==> src/sv/assert_macros.svh <==
// Shared assertion forms: overlapping and next-cycle implication, both
// disabled while the synchronous active-low reset is applied.
`ifndef ASSERT_MACROS_SVH
`define ASSERT_MACROS_SVH

`define ASSERT_IMPLY(label, clk, rst_n, ante, cons) \
    label: assert property (@(posedge clk) disable iff (!(rst_n)) (ante) |-> (cons)) \
        else $error("assertion failed");

`define ASSERT_NEXT(label, clk, rst_n, ante, cons) \
    label: assert property (@(posedge clk) disable iff (!(rst_n)) (ante) |=> (cons)) \
        else $error("assertion failed");

`endif

==> src/sv/cdpwm_pkg.sv <==
`default_nettype none

package cdpwm_pkg;

    localparam int DUTY_W = 13;
    localparam int STEP_W = 8;
    localparam int ADV_W  = DUTY_W + 1;
    localparam int BIT_CNT_W = 4;

    localparam logic [DUTY_W-1:0] DUTY_MAX  = 13'd8191;
    localparam logic [DUTY_W-1:0] DUTY_STEP = 13'd10;

    localparam logic [DUTY_W-1:0] RST_STEER_HIGH    = 13'd665;
    localparam logic [DUTY_W-1:0] RST_STEER_LOW     = 13'd330;
    localparam logic [DUTY_W-1:0] RST_SPEED_HIGH    = 13'd610;
    localparam logic [DUTY_W-1:0] RST_SPEED_LOW     = 13'd310;
    localparam logic [DUTY_W-1:0] RST_STEER_NEUTRAL = 13'd480;
    localparam logic [DUTY_W-1:0] RST_SPEED_NEUTRAL = 13'd460;
    localparam logic [DUTY_W-1:0] RST_PWM_PERIOD    = 13'd5000;
    localparam logic [STEP_W-1:0] RST_TICK_STEP     = 8'd10;

    // Command characters
    localparam logic [7:0] CH_STEER_UP   = 8'h64; // 'd'
    localparam logic [7:0] CH_STEER_DOWN = 8'h62; // 'b'
    localparam logic [7:0] CH_SPEED_UP   = 8'h61; // 'a'
    localparam logic [7:0] CH_SPEED_DOWN = 8'h63; // 'c'
    localparam logic [7:0] CH_ENABLE     = 8'h65; // 'e'
    localparam logic [7:0] CH_DISABLE    = 8'h66; // 'f'

    localparam logic REQ_BYTE = 1'b0;
    localparam logic REQ_TICK = 1'b1;

    typedef enum logic [2:0] {
        CFG_STEER_HIGH    = 3'd0,
        CFG_STEER_LOW     = 3'd1,
        CFG_SPEED_HIGH    = 3'd2,
        CFG_SPEED_LOW     = 3'd3,
        CFG_STEER_NEUTRAL = 3'd4,
        CFG_SPEED_NEUTRAL = 3'd5,
        CFG_PWM_PERIOD    = 3'd6,
        CFG_TICK_STEP     = 3'd7
    } t_cfg_idx;

    typedef struct packed {
        logic       req_type;
        logic [7:0] rx_byte;
    } t_in;

    typedef struct packed {
        logic              steer_pin;
        logic              speed_pin;
        logic              red_led_on;
        logic              green_led_on;
        logic              blue_led_on;
        logic [DUTY_W-1:0] steer_duty_now;
        logic [DUTY_W-1:0] speed_duty_now;
    } t_out;

    typedef struct packed {
        logic              start;
        logic [ADV_W-1:0]  dividend;
        logic [DUTY_W-1:0] divisor;
    } t_mod_req;

    typedef struct packed {
        logic              busy;
        logic              done;
        logic [DUTY_W-1:0] rem;
    } t_mod_rsp;

endpackage

`default_nettype wire

==> src/sv/command_driven_dual_pwm_unit.sv <==
// Channel   Direction  Handshake                  Word
// in        input      i_in_valid / o_in_ready    t_in  (req_type, rx_byte)
// out       output     o_out_valid / i_out_ready  t_out (pins, LEDs, duties)
// cfg       input      i_cfg_valid / o_cfg_ready  i_cfg_index, i_cfg_data
//
// One word per cycle unless stalled: a word waits in the input register, is
// decoded against the duty, LED, pin and counter state, and lands in the output
// register. A tick whose advanced count reaches twice a nonzero period (or more)
// finishes the counter wrap in the bit-serial remainder unit: its result leaves
// at once, but the next word waits for that unit. Reset (synchronous, active low)
// restores the register defaults and clears all state but the enable, which it
// sets; no clearing pass. A full output register with i_out_ready low stalls the
// input register, which then drops o_in_ready. o_cfg_ready is always high.
`default_nettype none

`include "assert_macros.svh"

module command_driven_dual_pwm_unit
    import cdpwm_pkg::*;
(
    input  wire logic              i_clk,
    input  wire logic              i_rst_n,

    input  wire logic              i_in_valid,
    output logic                   o_in_ready,
    input  wire t_in               i_in_data,

    output logic                   o_out_valid,
    input  wire logic              i_out_ready,
    output t_out                   o_out_data,

    input  wire logic              i_cfg_valid,
    output logic                   o_cfg_ready,
    input  wire logic [2:0]        i_cfg_index,
    input  wire logic [DUTY_W-1:0] i_cfg_data
);

    // Step a duty up when at or below the limit, else load the limit; clip at max.
    function automatic logic [DUTY_W-1:0] duty_up(
        input logic [DUTY_W-1:0] d,
        input logic [DUTY_W-1:0] lim
    );
        logic [ADV_W-1:0] s;
        s = {1'b0, d} + {1'b0, DUTY_STEP};
        if (d <= lim) begin
            return (s > {1'b0, DUTY_MAX}) ? DUTY_MAX : s[DUTY_W-1:0];
        end
        return lim;
    endfunction

    // Step a duty down at or above the limit, else load the limit; floor at zero.
    function automatic logic [DUTY_W-1:0] duty_down(
        input logic [DUTY_W-1:0] d,
        input logic [DUTY_W-1:0] lim
    );
        if (d >= lim) begin
            return (d >= DUTY_STEP) ? (d - DUTY_STEP) : '0;
        end
        return lim;
    endfunction

    // Configuration registers
    logic [DUTY_W-1:0] r_steer_high;
    logic [DUTY_W-1:0] r_steer_low;
    logic [DUTY_W-1:0] r_speed_high;
    logic [DUTY_W-1:0] r_speed_low;
    logic [DUTY_W-1:0] r_steer_neutral;
    logic [DUTY_W-1:0] r_speed_neutral;
    logic [DUTY_W-1:0] r_pwm_period;
    logic [STEP_W-1:0] r_tick_step;

    // Block state
    logic [DUTY_W-1:0] r_steer_duty, n_steer_duty;
    logic [DUTY_W-1:0] r_speed_duty, n_speed_duty;
    logic [DUTY_W-1:0] r_pwm_count,  n_pwm_count;
    logic              r_enabled,    n_enabled;
    logic [2:0]        r_led,        n_led;       // {blue, green, red}
    logic [1:0]        r_pins,       n_pins;      // {speed, steer}

    // Pipeline registers
    logic              r_in_valid;
    t_in               r_in;
    logic              r_out_valid;
    t_out              r_out;

    logic              w_out_free;
    logic              w_move;
    logic [ADV_W-1:0]  w_adv;
    logic [ADV_W-1:0]  w_twice_period;
    logic [ADV_W-1:0]  w_adv_less_period;
    t_mod_req          w_mod_req;
    t_mod_rsp          w_mod_rsp;

    cdpwm_mod u_mod (
        .i_clk   (i_clk),
        .i_rst_n (i_rst_n),
        .i_req   (w_mod_req),
        .o_rsp   (w_mod_rsp)
    );

    // Advance the stage when the output slot frees up and no wrap is running.
    assign w_out_free  = !r_out_valid || i_out_ready;
    assign w_move      = r_in_valid && w_out_free && !w_mod_rsp.busy;
    assign o_in_ready  = !r_in_valid || w_move;
    assign o_cfg_ready = 1'b1;
    assign o_out_valid = r_out_valid;
    assign o_out_data  = r_out;

    assign w_adv             = {1'b0, r_pwm_count} + {{(ADV_W-STEP_W){1'b0}}, r_tick_step};
    assign w_twice_period    = {r_pwm_period, 1'b0};
    assign w_adv_less_period = w_adv - {1'b0, r_pwm_period};

    always_comb begin
        n_steer_duty       = r_steer_duty;
        n_speed_duty       = r_speed_duty;
        n_pwm_count        = r_pwm_count;
        n_enabled          = r_enabled;
        n_led              = r_led;
        n_pins             = r_pins;
        w_mod_req.start    = 1'b0;
        w_mod_req.dividend = w_adv;
        w_mod_req.divisor  = r_pwm_period;

        if (w_move) begin
            if (r_in.req_type == REQ_TICK) begin
                // Compare the advanced count before the wrap.
                n_pins = {w_adv < {1'b0, r_speed_duty}, w_adv < {1'b0, r_steer_duty}};
                priority if (r_pwm_period == '0) begin
                    n_pwm_count = w_adv[DUTY_W-1:0];
                end else if (w_adv < {1'b0, r_pwm_period}) begin
                    n_pwm_count = w_adv[DUTY_W-1:0];
                end else if (w_adv < w_twice_period) begin
                    n_pwm_count = w_adv_less_period[DUTY_W-1:0];
                end else begin
                    // Hand the full remainder to the serial unit.
                    w_mod_req.start = 1'b1;
                end
            end else begin
                if (r_enabled) begin
                    unique case (r_in.rx_byte)
                        CH_STEER_UP: begin
                            n_steer_duty = duty_up(r_steer_duty, r_steer_high);
                            n_led[0]     = 1'b1;
                        end
                        CH_STEER_DOWN: begin
                            n_steer_duty = duty_down(r_steer_duty, r_steer_low);
                            n_led[1]     = 1'b1;
                        end
                        CH_SPEED_UP: begin
                            n_speed_duty = duty_up(r_speed_duty, r_speed_high);
                            n_led[0]     = 1'b1;
                        end
                        CH_SPEED_DOWN: begin
                            n_speed_duty = duty_down(r_speed_duty, r_speed_low);
                            n_led[1]     = 1'b1;
                        end
                        default: begin
                            // Unknown byte, enable and disable included: go neutral.
                            n_steer_duty = r_steer_neutral;
                            n_speed_duty = r_speed_neutral;
                            n_led        = 3'b100;
                        end
                    endcase
                end
                if (r_in.rx_byte == CH_DISABLE) begin
                    n_enabled = 1'b0;
                end
                if (r_in.rx_byte == CH_ENABLE) begin
                    n_enabled = 1'b1;
                end
            end
        end

        if (w_mod_rsp.done) begin
            n_pwm_count = w_mod_rsp.rem;
        end
    end

    // Configuration writes
    always_ff @(posedge i_clk) begin
        if (!i_rst_n) begin
            r_steer_high    <= RST_STEER_HIGH;
            r_steer_low     <= RST_STEER_LOW;
            r_speed_high    <= RST_SPEED_HIGH;
            r_speed_low     <= RST_SPEED_LOW;
            r_steer_neutral <= RST_STEER_NEUTRAL;
            r_speed_neutral <= RST_SPEED_NEUTRAL;
            r_pwm_period    <= RST_PWM_PERIOD;
            r_tick_step     <= RST_TICK_STEP;
        end else if (i_cfg_valid && o_cfg_ready) begin
            unique case (t_cfg_idx'(i_cfg_index))
                CFG_STEER_HIGH:    r_steer_high    <= i_cfg_data;
                CFG_STEER_LOW:     r_steer_low     <= i_cfg_data;
                CFG_SPEED_HIGH:    r_speed_high    <= i_cfg_data;
                CFG_SPEED_LOW:     r_speed_low     <= i_cfg_data;
                CFG_STEER_NEUTRAL: r_steer_neutral <= i_cfg_data;
                CFG_SPEED_NEUTRAL: r_speed_neutral <= i_cfg_data;
                CFG_PWM_PERIOD:    r_pwm_period    <= i_cfg_data;
                CFG_TICK_STEP:     r_tick_step     <= i_cfg_data[STEP_W-1:0];
                default:           r_tick_step     <= r_tick_step;
            endcase
        end
    end

    // State registers
    always_ff @(posedge i_clk) begin
        if (!i_rst_n) begin
            r_steer_duty <= '0;
            r_speed_duty <= '0;
            r_pwm_count  <= '0;
            r_enabled    <= 1'b1;
            r_led        <= '0;
            r_pins       <= '0;
        end else begin
            r_steer_duty <= n_steer_duty;
            r_speed_duty <= n_speed_duty;
            r_pwm_count  <= n_pwm_count;
            r_enabled    <= n_enabled;
            r_led        <= n_led;
            r_pins       <= n_pins;
        end
    end

    // Input register: hold a word until the decode stage takes it.
    always_ff @(posedge i_clk) begin
        if (!i_rst_n) begin
            r_in_valid <= 1'b0;
        end else if (o_in_ready) begin
            r_in_valid <= i_in_valid;
        end
    end

    always_ff @(posedge i_clk) begin
        if (i_in_valid && o_in_ready) begin
            r_in <= i_in_data;
        end
    end

    // Output register: hold the result until the sink takes it.
    always_ff @(posedge i_clk) begin
        if (!i_rst_n) begin
            r_out_valid <= 1'b0;
        end else if (w_move) begin
            r_out_valid <= 1'b1;
        end else if (i_out_ready) begin
            r_out_valid <= 1'b0;
        end
    end

    always_ff @(posedge i_clk) begin
        if (w_move) begin
            r_out.steer_pin      <= n_pins[0];
            r_out.speed_pin      <= n_pins[1];
            r_out.red_led_on     <= n_led[0];
            r_out.green_led_on   <= n_led[1];
            r_out.blue_led_on    <= n_led[2];
            r_out.steer_duty_now <= n_steer_duty;
            r_out.speed_duty_now <= n_speed_duty;
        end
    end

    // A byte seen while disabled leaves both duties alone.
    `ASSERT_NEXT(a_disabled_keeps_duty, i_clk, i_rst_n,
        w_move && (r_in.req_type == REQ_BYTE) && !r_enabled,
        $stable(r_steer_duty) && $stable(r_speed_duty))
    // A tick never touches the duties or the LEDs.
    `ASSERT_NEXT(a_tick_keeps_duty, i_clk, i_rst_n,
        w_move && (r_in.req_type == REQ_TICK),
        $stable(r_steer_duty) && $stable(r_speed_duty) && $stable(r_led))
    // Hold a result word steady until the sink takes it.
    `ASSERT_NEXT(a_out_held, i_clk, i_rst_n, o_out_valid && !i_out_ready,
        o_out_valid && $stable(o_out_data))

endmodule

`default_nettype wire

==> src/sv/cdpwm_mod.sv <==
`default_nettype none

`include "assert_macros.svh"

// Restoring remainder unit: one dividend bit per cycle, MSB first.
module cdpwm_mod
    import cdpwm_pkg::*;
(
    input  wire logic     i_clk,
    input  wire logic     i_rst_n,
    input  wire t_mod_req i_req,
    output t_mod_rsp      o_rsp
);

    logic                 r_busy;
    logic [BIT_CNT_W-1:0] r_cnt;
    logic [DUTY_W-1:0]    r_rem;
    logic [ADV_W-1:0]     r_num;
    logic [DUTY_W-1:0]    r_div;

    logic [ADV_W-1:0] w_trial;
    logic             w_fits;
    logic [ADV_W-1:0] w_next;

    assign w_trial = {r_rem, r_num[ADV_W-1]};
    assign w_fits  = w_trial >= {1'b0, r_div};
    assign w_next  = w_fits ? (w_trial - {1'b0, r_div}) : w_trial;

    assign o_rsp.busy = r_busy;
    assign o_rsp.done = r_busy && (r_cnt == '0);
    assign o_rsp.rem  = w_next[DUTY_W-1:0];

    always_ff @(posedge i_clk) begin
        if (!i_rst_n) begin
            r_busy <= 1'b0;
            r_cnt  <= '0;
        end else if (i_req.start) begin
            r_busy <= 1'b1;
            r_cnt  <= BIT_CNT_W'(ADV_W - 1);
        end else if (r_busy) begin
            if (r_cnt == '0) begin
                r_busy <= 1'b0;
            end
            r_cnt <= r_cnt - 1'b1;
        end
    end

    // Latch the divisor so a later period write cannot disturb a running pass.
    always_ff @(posedge i_clk) begin
        if (i_req.start) begin
            r_rem <= '0;
            r_num <= i_req.dividend;
            r_div <= i_req.divisor;
        end else if (r_busy) begin
            r_rem <= w_next[DUTY_W-1:0];
            r_num <= {r_num[ADV_W-2:0], 1'b0};
        end
    end

    `ASSERT_IMPLY(a_start_when_idle, i_clk, i_rst_n, i_req.start, !r_busy)
    `ASSERT_IMPLY(a_rem_below_div, i_clk, i_rst_n, r_busy, r_rem < r_div)
    `ASSERT_NEXT(a_idle_after_done, i_clk, i_rst_n, o_rsp.done, !r_busy)

endmodule

`default_nettype wire

==> config.mk <==
export PLATFORM = sky130hd
export DESIGN_NAME = command_driven_dual_pwm_unit
export DESIGN_NICKNAME = d
export VERILOG_FILES = /design/src/sv/cdpwm_pkg.sv /design/src/sv/command_driven_dual_pwm_unit.sv /design/src/sv/cdpwm_mod.sv
export VERILOG_INCLUDE_DIRS = /design/src /design/src/sv
export SDC_FILE = /design/constraint.sdc
export NUM_CORES = 1
export LEC_CHECK = 0
export BUFFER_PORTS_ARGS = -buffer_cell sky130_fd_sc_hd__buf_2
export CORE_MARGIN = 2
export CORE_UTILIZATION = 40
export CTS_CLUSTER_SIZE = 40
export DETAILED_ROUTE_END_ITERATION = 10
export GPL_TIMING_DRIVEN = 0
export PLACE_DENSITY = 0.57
export SYNTH_ARGS = -nofsm -noshare
export SYNTH_HDL_FRONTEND = slang
export SYNTH_SLANG_ARGS = --single-unit
==> constraint.sdc <==
create_clock -name i_clk -period 5.87 [get_ports i_clk]
set_input_delay 1.4675 -clock i_clk [delete_from_list [all_inputs] [get_ports i_clk]]
set_output_delay 1.4675 -clock i_clk [all_outputs]
set_load 0.02 [all_outputs]
==> results by group <==
Critical path
  • Crit path arrival time: 5.76 ns
  • Slowest-stage cell, CP: xor2_1
  • Worst Path Required: 6.05 ns
  • Critical path depth: 17
  • Setup Crit Path Kind: reg -> reg
  • Worst path bufs/invs: 2
  • Max incr delay on CP: 0.80 ns
  • Critical Path Fanout Max: 14
  • R2r setup slk: 0.28 ns
  • FF-to-FF End: u_mod.r_num[2]
  • CP endpoint kind: register
  • CP dominant cell by count: ha_1
  • Cell family with the largest share of critical-path delay: compound AO/OA/AOI/OAI gates
  • CP startpoint kind: register
  • R2r startpoint: r_tick_step[0]
  • R2R depth: 17
  • CP cell instances: ha_1 -> fa_1 -> a21oi_1 -> o21ai_0 -> a2111o_1 -> nand2_1 -> nor2_1 -> xor2_1 -> ha_1 -> and4_1 -> o211ai_1 -> a31oi_1 -> o31ai_4 -> or3_1 -> clkbuf_1 -> buf_2 -> nand2b_1

Timing
  • Worst clock skew: 0.0276 ns
  • Min Tclk post-route: 5.59 ns
  • Setup violators final: 0
  • Fin. Hold Viols: 0
  • FMAX: 179 MHz
  • Unrepaired setup endpoints after global routing: no
  • Slew Viols, Final: 0
  • Hold slack: 0.458 ns
  • Post-route setup TNS: 0 ns
  • Slew @ Worst Pin: 1.19 ns
  • Fin crit share: 95.2%
  • Worst rel slew slack: 20.2%

Cells and area
  • Proportion of layout cells with a drive suffix above 1: 8.96%
  • Commonest non-fill, non-tap cell in the layout: nand2_1
  • Register area: 5300 um^2
  • Fillers: 3,488
  • Fin cells: 2,220
  • Finished Cell Area: 15,900 um^2
  • # nets final: 1,902
  • Area growth, synth to finish: 12.3%
  • Area of the multi-input gates: 8060 um^2
  • Most frequent cells in the layout: 281 x nand2_1, 164 x dfxtp_1, 145 x a21oi_1

GRT
  • First-pass GRT wire length: 73.4 mm
  • Initial antenna violation count: 3
  • M1 GR Usage: 36.2%
  • Met3 Use GR: 3.80%
  • GRT busiest layer: met2
  • Vias in the first global route: 12,100
  • Grt ovf: 0
  • Gr usage total: 26.5%
  • GR Layer Usage met2: 43.7%
  • Largest net degree at the start of global routing: 33

Clock network
  • Post-CTS Resized: 0
  • Hold_buf cts: 0
  • Worst skew pair latency: 0.57 ns
  • CTS tree: yes
  • Setup Buffers After CTS: 0
  • H-tree depth: 1
  • CTS max path bufs: 3
  • Clk slew on worst S/H paths: 0.06 ns
  • Clk root buf: clkbuf_16
  • CTS sink cnt: 231
  • TritonCTS Buffers: 28

Hold path
  • Hold Crit Class: reg -> reg
  • HP Start: r_speed_high[2]
  • Worst Hold Path EP: r_speed_high[2]
  • Hold path cells: 2

Logic synthesis
  • Largest cells by area after synthesis: dfxtp_1 23%, edfxtp_1 14%, ha_1 11%, nand2_1 7.4%, a21oi_1 5.1%
  • Flops & latches, synth: 231
  • Post-synthesis async set-or-reset flop share: 0%
  • Sequential element share of the synthesized area: 37.4%
  • Unique masters post-synth: 83
  • Synth Instances: 1,660
  • Yosys warns: 0
  • Post-Syn Nets: 1,820
  • Avg Cell Area, Syn: 8.54 um^2
  • Area leader, netlist: dfxtp_1
  • Main synth FF type: dfxtp_1
  • Syn Std Cell Area: 14,200 um^2
  • Synth top area share: 23.2%
  • Post-synth EDFFs: 67

Pwr
  • Overall Power: 4.00 mW
  • Peak supply drop: 0.196 mV
  • Internal: 2.90 mW
  • Part of the power in registers: 43.4%
  • Combinational power share: 13.6%
  • Power per cell area: 252 nW/um^2
  • Sw Pwr: 1.10 mW
  • Leakage power: 6.48 nW
  • Clock power frac: 43.0%
  • Switching Fraction: 27.5%

Floorplanning
  • Std cell rows: 68
  • Die Footprint: 37,000 um^2
  • Core area: 34,700 um^2
  • Num ports: 64
  • Initial Util: 40.8%
  • Die span in x: 192 um
  • Chip height: 192 um

Placed design
  • Routability congestion estimate: 0.977
  • Post-DP HPWL: 36.4 mm
  • Area after DPL: 15,000 um^2
  • Placed insts: 2,167
  • IO Port Bufs: 52

Detailed routing
  • DRT Wirelength: 49.0 mm
  • Drt via density: 5.71
  • Post-route ant nets: 0
  • WL/cell: 22.1 um
  • TritonRoute pass-1 iters: 5
  • DRC Markers: 0
  • Initial DRC Count: 1,127
  • Vias: 12,700

Run status
  • Status: finished, final reports clean

Job
  • MaxCap Viol Count: 0
-- synth_stat cells, types with 4 or more instances --
library cell / n
or2_2: 5
clkbuf_2: 8
buf_2: 14
inv_1: 117
dfxtp_1: 164
a221o_1: 11
nor3_1: 40
a21o_1: 32
a211oi_1: 14
o31ai_1: 14
o21bai_1: 5
o41ai_1: 5
o21ai_0: 51
clkbuf_1: 57
a21oi_1: 145
a22oi_1: 7
mux2_2: 14
nand2_1: 281
a31oi_1: 14
o211ai_1: 26
nor4_1: 6
o22ai_1: 9
nand3_1: 39
nor2b_1: 14
a221oi_1: 6
nand2b_1: 20
and2_1: 30
o221ai_1: 14
a41oi_1: 4
and3_1: 10
xor2_1: 14
o21a_1: 11
mux2i_1: 33
xnor2_1: 48
or3_1: 7
o31a_1: 4
o22a_1: 4
edfxtp_1: 67
nand4_1: 17
and4_1: 5
ha_1: 127
nor2_1: 82
-- through the flow --
stage / setup WS [ns] / utilization, %
after CTS: 0.329 / 45.8
after global placement: 0.441 / 43.2
after floorplan: 1.55 / -
final: 0.283 / 45.8
after detailed placement: 0.375 / 43.2
after global routing: 0.0778 / 45.8
-- state kept, by name (all words and copies together), names as in the netlist, 2 cells and up --
register	count
o_out_data	31
r_in	9
r_led	3
r_pins	2
r_pwm_count	13
r_pwm_period	13
r_speed_duty	13
r_speed_high	13
r_speed_low	13
r_speed_neutral	13
r_steer_duty	13
r_steer_high	13
r_steer_low	13
r_steer_neutral	13
r_tick_step	8
u_mod.r_cnt	4
u_mod.r_div	13
u_mod.r_num	14
u_mod.r_rem	13
-- power groups by stage --
| stage | Sequential (mW) | Combinational, mW | Clock, mW |
|---|---|---|---|
| 2_1_floorplan | 1.77 | 0.355 | 0 |
| 3_3_place_gp | 1.77 | 0.532 | 0 |
| 3_5_place_dp | 1.77 | 0.538 | 0 |
| 4_1_cts | 1.74 | 0.542 | 1.75 |
| 5_1_grt | 1.74 | 0.598 | 1.81 |
| 6_report | 1.74 | 0.546 | 1.72 |
-- cells by family after synthesis --
family,synth area share (%)
AO/OA/AOI/OAI,19.5
multiplexers,3.44
adder cells (fa/ha/maj),11.6
buffers and inverters,5.78
AND/OR/NAND/NOR,18.4
flip-flops,37.4
XOR/XNOR,3.83
other,0.0265
-- worst register-to-register path, stage by stage, from the launching register on --
cell	delay, ns
dfxtp_1	0.32
ha_1	0.24
fa_1	0.43
a21oi_1	0.24
o21ai_0	0.17
a2111o_1	0.42
nand2_1	0.17
nor2_1	0.08
xor2_1	0.80
ha_1	0.32
and4_1	0.21
o211ai_1	0.14
a31oi_1	0.36
o31ai_4	0.11
or3_1	0.35
clkbuf_1	0.13
buf_2	0.21
nand2b_1	0.52
-- per-layer routing --
metal / up-vias / part of all wire (%)
met5: - / 0.045
met3: 77 / 6.5
met1: 6061 / 45
met2: 460 / 46
li1: 6083 / -
met4: 4 / 2.3
-- layout make-up --
class / count / area share [%]
Timing Repair Buffer: 52 / 1.64
Clock buffer: 42 / 5.18
Antenna cell: 1 / 0.0157
Inverter: 119 / 2.81
Clock inverter: 10 / 0.519
Multi-Input combinational cell: 1225 / 50.6
Tap cell: 455 / 3.58
Sequential cell: 231 / 33.3
Buffer: 85 / 2.34
-- how the worst max path moves through the flow --
stage / from / end / slack [ns]
CTS: r_tick_step[0] / u_mod.r_num[5] / 0.33
floorplan: r_tick_step[0] / u_mod.r_num[0] / 1.55
finish: r_tick_step[0] / u_mod.r_num[2] / 0.28
global placement: r_tick_step[0] / u_mod.r_num[2] / 0.44
global route: r_tick_step[0] / u_mod.r_num[8] / 0.08
detailed placement: r_tick_step[0] / u_mod.r_num[4] / 0.38
(Power assumes the default switching activity.)
